[config.mk]
export PLATFORM = sky130hd
export DESIGN_NAME = transfer_split_by_rank
export DESIGN_NICKNAME = d
export VERILOG_FILES = /design/src/tsbr_pkg.sv /design/src/tsbr_front.sv /design/src/tsbr_queue.sv /design/src/tsbr_back.sv /design/src/transfer_split_by_rank.sv
export SDC_FILE = /design/constraint.sdc
export NUM_CORES = 2
export LEC_CHECK = 0
export BUFFER_PORTS_ARGS = -buffer_cell sky130_fd_sc_hd__buf_2
export CAP_MARGIN = 20
export CORE_ASPECT_RATIO = 1.75
export CORE_MARGIN = 2
export CORE_UTILIZATION = 33
export DETAILED_ROUTE_END_ITERATION = 10
export PLACE_DENSITY = 0.46
export SYNTH_ARGS = -nofsm -noshare
export SYNTH_HDL_FRONTEND = slang
export SYNTH_SLANG_ARGS = --single-unit
[constraint.sdc]
create_clock -name clock -period 20.6 [get_ports clock]
set_input_delay 4.12 -clock clock [delete_from_list [all_inputs] [get_ports clock]]
set_output_delay 4.12 -clock clock [all_outputs]
set_load 0.03 [all_outputs]
[src/tsbr_pkg.sv]
// Package for the transfer splitter: transaction types, queue entry type,
// state enums and fixed widths. No dependencies.
package tsbr_pkg;

   localparam int ADDR_W     = 48;
   localparam int WIDE_W     = 49;
   localparam int RANK_W     = 6;
   localparam int DIV_W      = ADDR_W + RANK_W;
   localparam int LIMIT_W    = ADDR_W + RANK_W + 1;
   localparam int STEP_W     = 3;
   localparam int QPTR_W     = 1;
   localparam int QDEPTH     = 2;
   localparam int QCNT_W     = 2;

   typedef struct packed {
      logic [ADDR_W-1:0] local_start;
      logic [ADDR_W-1:0] peer_base;
      logic [ADDR_W-1:0] global_offset;
      logic [ADDR_W-1:0] slice_size;
      logic [ADDR_W-1:0] byte_count;
   } req_type;

   typedef struct packed {
      logic [WIDE_W-1:0] part_local_offset;
      logic [RANK_W-1:0] part_rank;
      logic [ADDR_W-1:0] part_size;
      logic [WIDE_W-1:0] part_remote_offset;
      logic              part_last;
      logic              part_error;
   } rsp_type;

   // One classified request, handed from front to back.
   typedef struct packed {
      logic [ADDR_W-1:0] loc;
      logic [ADDR_W-1:0] base;
      logic [ADDR_W-1:0] slice;
      logic [ADDR_W-1:0] amount;
      logic [RANK_W-1:0] rank;
      logic [ADDR_W-1:0] slice_ofs;
      logic              err;
   } job_type;

   typedef struct packed {
      logic full;
      logic empty;
   } qstat_type;

   typedef enum logic [2:0] {
      FRONT_IDLE,
      FRONT_CHECK,
      FRONT_GUARD,
      FRONT_DIVIDE,
      FRONT_PUSH
   } front_state_type;

   typedef enum logic {
      BACK_IDLE,
      BACK_RUN
   } back_state_type;

endpackage

[src/tsbr_front.sv]
// Front end: takes a transaction, checks the rank span, finds the first rank
// and offset within the slice by restoring division, and queues the job
// unless it has zero bytes. Depends on tsbr_pkg.
module tsbr_front #(
   parameter int MAX_RANKS = 64
) (
   input  logic               clock,
   input  logic               reset,
   input  logic               start,
   output logic               busy,
   input  tsbr_pkg::req_type  req_item,
   input  tsbr_pkg::qstat_type q_stat,
   output logic               q_push,
   output tsbr_pkg::job_type  q_job
);

   tsbr_pkg::front_state_type state_ff, state_in;
   tsbr_pkg::req_type req_ff, req_in;
   logic [tsbr_pkg::WIDE_W-1:0]  last_byte_ff, last_byte_in;
   logic [tsbr_pkg::LIMIT_W-1:0] limit_ff, limit_in;
   logic [tsbr_pkg::ADDR_W-1:0]  rem_ff, rem_in;
   logic [tsbr_pkg::DIV_W-1:0]   div_ff, div_in;
   logic [tsbr_pkg::RANK_W-1:0]  quo_ff, quo_in;
   logic [tsbr_pkg::STEP_W-1:0]  step_ff, step_in;
   logic                         err_ff, err_in;
   logic                         ge;

   always_ff @(posedge clock) begin
      if (reset) begin
         state_ff <= tsbr_pkg::FRONT_IDLE;
      end else begin
         state_ff <= state_in;
      end
      req_ff       <= req_in;
      last_byte_ff <= last_byte_in;
      limit_ff     <= limit_in;
      rem_ff       <= rem_in;
      div_ff       <= div_in;
      quo_ff       <= quo_in;
      step_ff      <= step_in;
      err_ff       <= err_in;
   end

   assign busy = (state_ff != tsbr_pkg::FRONT_IDLE);
   assign ge   = ({{tsbr_pkg::RANK_W{1'b0}}, rem_ff} >= div_ff);

   always_comb begin
      state_in     = state_ff;
      req_in       = req_ff;
      last_byte_in = last_byte_ff;
      limit_in     = limit_ff;
      rem_in       = rem_ff;
      div_in       = div_ff;
      quo_in       = quo_ff;
      step_in      = step_ff;
      err_in       = err_ff;
      q_push       = 1'b0;

      q_job.loc       = req_ff.local_start;
      q_job.base      = req_ff.peer_base;
      q_job.slice     = req_ff.slice_size;
      q_job.amount    = req_ff.byte_count;
      q_job.rank      = quo_ff;
      q_job.slice_ofs = rem_ff;
      q_job.err       = err_ff;

      case (state_ff)
         tsbr_pkg::FRONT_IDLE: begin
            if (start) begin
               req_in   = req_item;
               state_in = tsbr_pkg::FRONT_CHECK;
            end
         end
         tsbr_pkg::FRONT_CHECK: begin
            last_byte_in = {1'b0, req_ff.global_offset} + {1'b0, req_ff.byte_count}
                           - tsbr_pkg::WIDE_W'(1);
            limit_in = tsbr_pkg::LIMIT_W'(req_ff.slice_size)
                       * tsbr_pkg::LIMIT_W'(MAX_RANKS);
            state_in = tsbr_pkg::FRONT_GUARD;
         end
         tsbr_pkg::FRONT_GUARD: begin
            if (req_ff.byte_count == '0) begin
               state_in = tsbr_pkg::FRONT_IDLE;
            end else if (req_ff.slice_size == '0 ||
                         tsbr_pkg::LIMIT_W'(last_byte_ff) >= limit_ff) begin
               err_in   = 1'b1;
               state_in = tsbr_pkg::FRONT_PUSH;
            end else begin
               err_in   = 1'b0;
               rem_in   = req_ff.global_offset;
               div_in   = {1'b0, req_ff.slice_size, {(tsbr_pkg::RANK_W-1){1'b0}}};
               quo_in   = '0;
               step_in  = tsbr_pkg::STEP_W'(tsbr_pkg::RANK_W - 1);
               state_in = tsbr_pkg::FRONT_DIVIDE;
            end
         end
         tsbr_pkg::FRONT_DIVIDE: begin
            if (ge) begin
               rem_in = rem_ff - div_ff[tsbr_pkg::ADDR_W-1:0];
            end
            quo_in = {quo_ff[tsbr_pkg::RANK_W-2:0], ge};
            div_in = div_ff >> 1;
            if (step_ff == '0) begin
               state_in = tsbr_pkg::FRONT_PUSH;
            end else begin
               step_in = step_ff - tsbr_pkg::STEP_W'(1);
            end
         end
         tsbr_pkg::FRONT_PUSH: begin
            if (!q_stat.full) begin
               q_push   = 1'b1;
               state_in = tsbr_pkg::FRONT_IDLE;
            end
         end
         default: begin
            state_in = tsbr_pkg::FRONT_IDLE;
         end
      endcase
   end

endmodule

[src/tsbr_queue.sv]
// Two-entry job queue between front and back end.
// Depends on tsbr_pkg.
module tsbr_queue (
   input  logic                clock,
   input  logic                reset,
   input  logic                push,
   input  tsbr_pkg::job_type   wr_job,
   input  logic                pop,
   output tsbr_pkg::job_type   rd_job,
   output tsbr_pkg::qstat_type stat
);

   tsbr_pkg::job_type mem_ff [tsbr_pkg::QDEPTH];
   logic [tsbr_pkg::QPTR_W-1:0] wr_ptr_ff, rd_ptr_ff;
   logic [tsbr_pkg::QCNT_W-1:0] count_ff;

   always_ff @(posedge clock) begin
      if (push) begin
         mem_ff[wr_ptr_ff] <= wr_job;
      end
   end

   always_ff @(posedge clock) begin
      if (reset) begin
         wr_ptr_ff <= '0;
         rd_ptr_ff <= '0;
         count_ff  <= '0;
      end else begin
         if (push) begin
            wr_ptr_ff <= wr_ptr_ff + tsbr_pkg::QPTR_W'(1);
         end
         if (pop) begin
            rd_ptr_ff <= rd_ptr_ff + tsbr_pkg::QPTR_W'(1);
         end
         if (push && !pop) begin
            count_ff <= count_ff + tsbr_pkg::QCNT_W'(1);
         end else if (pop && !push) begin
            count_ff <= count_ff - tsbr_pkg::QCNT_W'(1);
         end
      end
   end

   assign rd_job     = mem_ff[rd_ptr_ff];
   assign stat.full  = (count_ff == tsbr_pkg::QCNT_W'(tsbr_pkg::QDEPTH));
   assign stat.empty = (count_ff == '0);

endmodule

[src/tsbr_back.sv]
// Back end: takes a queued job and emits one part per cycle, cut at slice
// boundaries, through a registered result port. Depends on tsbr_pkg.
module tsbr_back (
   input  logic                clock,
   input  logic                reset,
   input  tsbr_pkg::qstat_type q_stat,
   input  tsbr_pkg::job_type   q_job,
   output logic                q_pop,
   output logic                rsp_valid,
   output tsbr_pkg::rsp_type   rsp_part
);

   tsbr_pkg::back_state_type state_ff, state_in;
   logic [tsbr_pkg::WIDE_W-1:0] loc_ff, loc_in;
   logic [tsbr_pkg::ADDR_W-1:0] base_ff, base_in;
   logic [tsbr_pkg::ADDR_W-1:0] slice_ff, slice_in;
   logic [tsbr_pkg::ADDR_W-1:0] amount_ff, amount_in;
   logic [tsbr_pkg::ADDR_W-1:0] within_ff, within_in;
   logic [tsbr_pkg::ADDR_W-1:0] room_ff, room_in;
   logic [tsbr_pkg::RANK_W-1:0] rank_ff, rank_in;
   logic                        err_ff, err_in;
   logic                        valid_ff, valid_in;
   tsbr_pkg::rsp_type           part_ff, part_in;
   logic                        fit;
   logic [tsbr_pkg::ADDR_W-1:0] size;

   always_ff @(posedge clock) begin
      if (reset) begin
         state_ff <= tsbr_pkg::BACK_IDLE;
         valid_ff <= 1'b0;
      end else begin
         state_ff <= state_in;
         valid_ff <= valid_in;
      end
      loc_ff    <= loc_in;
      base_ff   <= base_in;
      slice_ff  <= slice_in;
      amount_ff <= amount_in;
      within_ff <= within_in;
      room_ff   <= room_in;
      rank_ff   <= rank_in;
      err_ff    <= err_in;
      part_ff   <= part_in;
   end

   assign fit  = (amount_ff <= room_ff);
   assign size = fit ? amount_ff : room_ff;

   always_comb begin
      state_in  = state_ff;
      loc_in    = loc_ff;
      base_in   = base_ff;
      slice_in  = slice_ff;
      amount_in = amount_ff;
      within_in = within_ff;
      room_in   = room_ff;
      rank_in   = rank_ff;
      err_in    = err_ff;
      valid_in  = 1'b0;
      part_in   = part_ff;
      q_pop     = 1'b0;

      case (state_ff)
         tsbr_pkg::BACK_IDLE: begin
            if (!q_stat.empty) begin
               q_pop     = 1'b1;
               loc_in    = {1'b0, q_job.loc};
               base_in   = q_job.base;
               slice_in  = q_job.slice;
               amount_in = q_job.amount;
               within_in = q_job.slice_ofs;
               room_in   = q_job.slice - q_job.slice_ofs;
               rank_in   = q_job.rank;
               err_in    = q_job.err;
               state_in  = tsbr_pkg::BACK_RUN;
            end
         end
         tsbr_pkg::BACK_RUN: begin
            valid_in = 1'b1;
            if (err_ff) begin
               part_in.part_local_offset  = loc_ff;
               part_in.part_rank          = '0;
               part_in.part_size          = '0;
               part_in.part_remote_offset = '0;
               part_in.part_last          = 1'b1;
               part_in.part_error         = 1'b1;
               state_in                   = tsbr_pkg::BACK_IDLE;
            end else begin
               part_in.part_local_offset  = loc_ff;
               part_in.part_rank          = rank_ff;
               part_in.part_size          = size;
               part_in.part_remote_offset = {1'b0, base_ff} + {1'b0, within_ff};
               part_in.part_last          = fit;
               part_in.part_error         = 1'b0;
               amount_in = amount_ff - size;
               loc_in    = loc_ff + {1'b0, size};
               rank_in   = rank_ff + tsbr_pkg::RANK_W'(1);
               within_in = '0;
               room_in   = slice_ff;
               if (fit) begin
                  state_in = tsbr_pkg::BACK_IDLE;
               end
            end
         end
         default: begin
            state_in = tsbr_pkg::BACK_IDLE;
         end
      endcase
   end

   assign rsp_valid = valid_ff;
   assign rsp_part  = part_ff;

endmodule

[src/transfer_split_by_rank.sv]
// Top level of the transfer splitter: front end, job queue, back end.
// Depends on tsbr_pkg, tsbr_front, tsbr_queue, tsbr_back.
//
//   channel   ports                       handshake
//   request   start, busy, req_item       accepted when start && !busy
//   result    rsp_valid, rsp_part         one-cycle strobe, cannot stall
//
// A request occupies the front end through a span check, a 6-step
// restoring division for the first rank and a queue write; error requests
// skip the division; zero-byte requests leave after the span check with no
// result. The back end emits one part per cycle after loading a job from
// the queue; a request yields up to MAX_RANKS parts.
// busy rises only while the front end holds a transaction; with the queue
// full the front end waits in its queue-write step.
// Reset (synchronous) empties the queue and returns both ends to idle.
module transfer_split_by_rank #(
   parameter int MAX_RANKS = 64
) (
   input  logic              clock,
   input  logic              reset,
   input  logic              start,
   output logic              busy,
   input  tsbr_pkg::req_type req_item,
   output logic              rsp_valid,
   output tsbr_pkg::rsp_type rsp_part
);

   tsbr_pkg::qstat_type q_stat;
   tsbr_pkg::job_type   wr_job, rd_job;
   logic                q_push, q_pop;

   tsbr_front #(
      .MAX_RANKS(MAX_RANKS)
   ) u_front (
      .clock    (clock),
      .reset    (reset),
      .start    (start),
      .busy     (busy),
      .req_item (req_item),
      .q_stat   (q_stat),
      .q_push   (q_push),
      .q_job    (wr_job)
   );

   tsbr_queue u_queue (
      .clock  (clock),
      .reset  (reset),
      .push   (q_push),
      .wr_job (wr_job),
      .pop    (q_pop),
      .rd_job (rd_job),
      .stat   (q_stat)
   );

   tsbr_back u_back (
      .clock     (clock),
      .reset     (reset),
      .q_stat    (q_stat),
      .q_job     (rd_job),
      .q_pop     (q_pop),
      .rsp_valid (rsp_valid),
      .rsp_part  (rsp_part)
   );

endmodule

==> summary.txt <==
Synthesis
  – Post-Syn Area: 68200 sq um
  – Mapped Cells: 5443
  – Yosys warnings: 0
  – #FFs+latches synth: 1402
  – Synth Net Count: 6099
  – Synth Area per Inst: 12.5 sq um
  – Synth async-reset ratio: 0%
  – Most used flip-flop cell after synthesis: edfxtp_1
  – Register area share after synthesis: 61.6%
  – Number of flops mapped to enable cells by yosys: 1392
  – Synth cell types: 98

Global routing
  – First-pass GRT wire length: 285000 um
  – Largest net degree at the start of global routing: 155
  – GRT overflow: 0
  – Vias in the first global route: 44400
  – Total GRT Usage: 18.2%
  – Initial antenna violation count: 6

Placement
  – Place WS: 13.18 ns
  – Final GP Congestion: 0.884
  – Port Buf Inserts: 398
  – Area after DPL: 73500 sq um
  – Dpl hpwl: 144000 um

Clocking
  – Htree depth: 4
  – Clock slew at reported path FFs: 0.07 ns
  – Post_cts resized: 0
  – Clock Path Buffers: 4
  – Clock Sinks: 1402
  – Clock tree from TritonCTS: done
  – Cts-stage hold buffer count: 0
  – CTS root buffer: clkbuf_16
  – TritonCTS Buffers: 153
  – Clk_lat worst skew: 0.84 ns
  – Setup bufs post-CTS: 0

Critical path
  – Chain of cells forming the critical path: inv_1 -> ha_1 -> nand4_1 -> nor4_2 -> nand3_1 -> a21boi_4 -> nor3_4 -> buf_4 -> buf_4 -> o21ai_0 -> ha_1 -> a21oi_1 -> o21ai_0 -> a221o_1 -> a31oi_1 -> o21ai_0 -> a21oi_1 -> nor2_1 -> nor2_1 -> o21ai_0 -> o41ai_2 -> mux2i_1 -> a21oi_1
  – CP Capture Type: flop
  – Kind of critical path: reg -> reg
  – Max incr delay on CP: 0.70 ns
  – Slowest CP cell: buf_4
  – Crit path DAT: 7.95 ns
  – Worst Path Max Fanout: 80
  – Reg2reg path depth: 23
  – Worst path required time: 21.10 ns
  – Reg-to-reg slack, setup: 13.15 ns
  – R2r endpoint: u_back.loc_ff[47]$_DFFE_PP_
  – Setup crit start kind: flop
  – Cell mode on critical path: o21ai_0
  – Reg2reg start: u_back.room_ff[9]$_DFFE_PP_

Power and ir drop
  – Combinational group share of total power: 49.1%
  – Net switching share of the total power: 42.6%
  – Net switching power: 6200 uW
  – Leakage: 0.0300 uW
  – Share of power burned in registers: 31.3%
  – Int Pwr: 8340 uW
  – Clock share of power: 19.6%
  – Peak supply drop: 136 uV
  – Power Density: 185 nW/um^2

Flow run
  – Max Cap Viol: 0

Layout
  – Number of nets in the layout: 6546
  – Fill cells: 19900
  – Design area: 78500 sq um
  – Share of layout cells above drive strength 1: 14.2%
  – Area growth, synth to finish: 15.1%

Detailed routing
  – Post-Route WL: 194000 um
  – WL/cell: 22.4 um
  – Via density: 4.97
  – Vias: 43100
  – Starting DRT DRC Count: 2554
  – DRC Markers: 0
  – Pre-antenna DRT Iters: 5
  – ANT nets after route: 0

STA
  – Minimum clock period: 7.45 ns
  – Worst-Margin Slew: 1.11 ns
  – Max Clk Rate: 0.134 GHz
  – RSZ-0062 raised after global routing: false
  – Total negative setup slack: 0 ns
  – Final Skew: 0.0613 ns
  – Max Slew Vio Count: 0
  – Final Hold Viols: 0
  – Fin crit share: 36.2%
  – Slew HR: 25.6%
  – Final Setup Violations: 0
  – Worst setup margin: 13.15 ns

Floorplan
  – Initial Utilization: 33.2%
  – Core Region: 205000 sq um
  – # IOs: 399
  – Row count: 220
  – Die area: 210000 sq um
  – Die Y-Extent: 605 um
  – Width of the die: 348 um

Hold path
  – Worst hold-check path type: reg -> reg
  – Hold path start: u_front.q_job[240]$_DFFE_PP_
  – Worst Hold Path Cells: 0
  – Hold EP: u_queue.mem_ff[1][240]$_DFFE_PP_

Outcome
  – Status: complete, no violations
## power groups by stage
stage               combinational [uW]  sequential [uW]  clock, uW
global placement                  7220             4620          0
global route                      7940             4610       3030
floorplan                         4860             4810          0
finish                            7140             4550       2850
detailed placement                7200             4620          0
CTS                               7240             4560       2950
## through the flow
step	std cells	util (%)	hold WS (ns)	power, uW
after global routing	8668	38.2	0.454	15600
after CTS	8667	38.2	0.440	14800
final	8668	38.2	0.420	14500
after global placement	8398	35.8	0.424	11800
after detailed placement	8399	35.8	0.433	11800
after floorplan	5443	-	0.421	9670
## layer usage
metal  track usage [%]  vias to the layer above  wire (um)
li1                  -                    21000          -
met1              22.3                    21000      82100
met2              32.8                      841      99200
met3              2.19                      274       6700
met4              6.30                        2       6500
met5                 0                        -         13
## cell type report
cell class	count	area (sq um)	area share, %
diodes	1	2.50	0.00319
clock buffers	177	4000	5.10
clock inverters	91	1060	1.34
inverters	456	1720	2.18
multi-input cells	3427	24000	30.5
flip-flops and latches	1402	42000	53.5
well taps	2664	3330	4.25
repair buffers	450	2440	3.11
## worst max-delay path: cells and delay by family, from the launching register on
family | cells | cell delay (ns)
muxes | 1 | 0.25
DFF | 1 | 0.49
and+or+nand+nor | 6 | 1.65
AOI/OAI and AO/OA | 11 | 2.56
adders and majority gates | 2 | 0.82
buffers and inverters | 3 | 1.28
## sequential cells by signal, indices dropped and copies added (netlist names), 2 cells and up, named ones only
name and cells:
u_front.div_ff 53, u_back.within_ff 48, u_front.q_job 192, u_queue.mem_ff 494, u_front.last_byte_ff 49, u_back.base_ff 48, u_back.rank_ff 6, u_back.rsp_part 154
u_queue.count_ff 2, u_back.slice_ff 48, u_front.quo_ff 6, u_back.loc_ff 49, u_back.amount_ff 48, u_back.room_ff 48, u_front.step_ff 3, u_front.state_ff 3
u_front.limit_ff 48, u_front.req_ff 48, u_front.rem_ff 48
## synth_stat cells, types with 30 or more instances
cell,n,area share (%)
nor2_1,315,1.7
xor2_1,92,1.2
xnor2_1,158,2.0
mux2i_1,125,1.8
ha_1,407,7.5
a21oi_1,349,2.6
nand2b_1,62,0.57
o21bai_1,55,0.61
a31oi_1,40,0.37
nor2b_1,117,1.1
nand2_1,411,2.3
nand3_1,67,0.49
mux2_2,106,1.8
a21o_1,170,1.9
and3_1,33,0.30
o21ai_0,381,2.8
edfxtp_1,1392,61
nor3_1,38,0.28
clkbuf_1,137,0.75
o21a_1,34,0.37
or3_1,30,0.28
nor4_1,35,0.32
nand4_1,64,0.59
a211oi_1,43,0.47
inv_1,455,2.5
## kinds of logic (layout without fill, tap and decap cells)
kind of cell | count (synthesis) | in the layout | synth area share (%)
other | 0 | 1 | 0
AOI/OAI and AO/OA | 1262 | 1262 | 11.5
buffers and inverters | 614 | 1174 | 3.39
and+or+nand+nor | 1248 | 1248 | 8.78
muxes | 233 | 233 | 3.63
adders and majority gates | 434 | 434 | 7.95
DFF | 1402 | 1402 | 61.6
xor gates and xnor gates | 250 | 250 | 3.21
## cell usage in the layout, fill, tap and decap left out, types with 155 or more instances in the layout
| cell | instances |
|---|---|
| xnor2_1 | 158 |
| buf_2 | 398 |
| edfxtp_1 | 1392 |
| a21o_1 | 170 |
| nand2_1 | 409 |
| a21oi_1 | 349 |
| o21ai_0 | 380 |
| inv_1 | 452 |
| ha_1 | 407 |
| nor2_1 | 313 |
| clkbuf_16 | 155 |
## worst max path at each step
stage               cells after the start                            from                             to
floorplan                               4      u_back.state_ff$_SDFF_PP0_  u_back.amount_ff[0]$_DFFE_PP_
finish                                 23     u_back.room_ff[9]$_DFFE_PP_    u_back.loc_ff[47]$_DFFE_PP_
CTS                                    23     u_back.room_ff[9]$_DFFE_PP_    u_back.loc_ff[47]$_DFFE_PP_
detailed placement                     23     u_back.room_ff[9]$_DFFE_PP_    u_back.loc_ff[47]$_DFFE_PP_
global route                           23     u_back.room_ff[9]$_DFFE_PP_    u_back.loc_ff[47]$_DFFE_PP_
global placement                       22  u_back.amount_ff[43]$_DFFE_PP_    u_back.loc_ff[47]$_DFFE_PP_
Note: power is estimated with default switching activity, not from simulation.
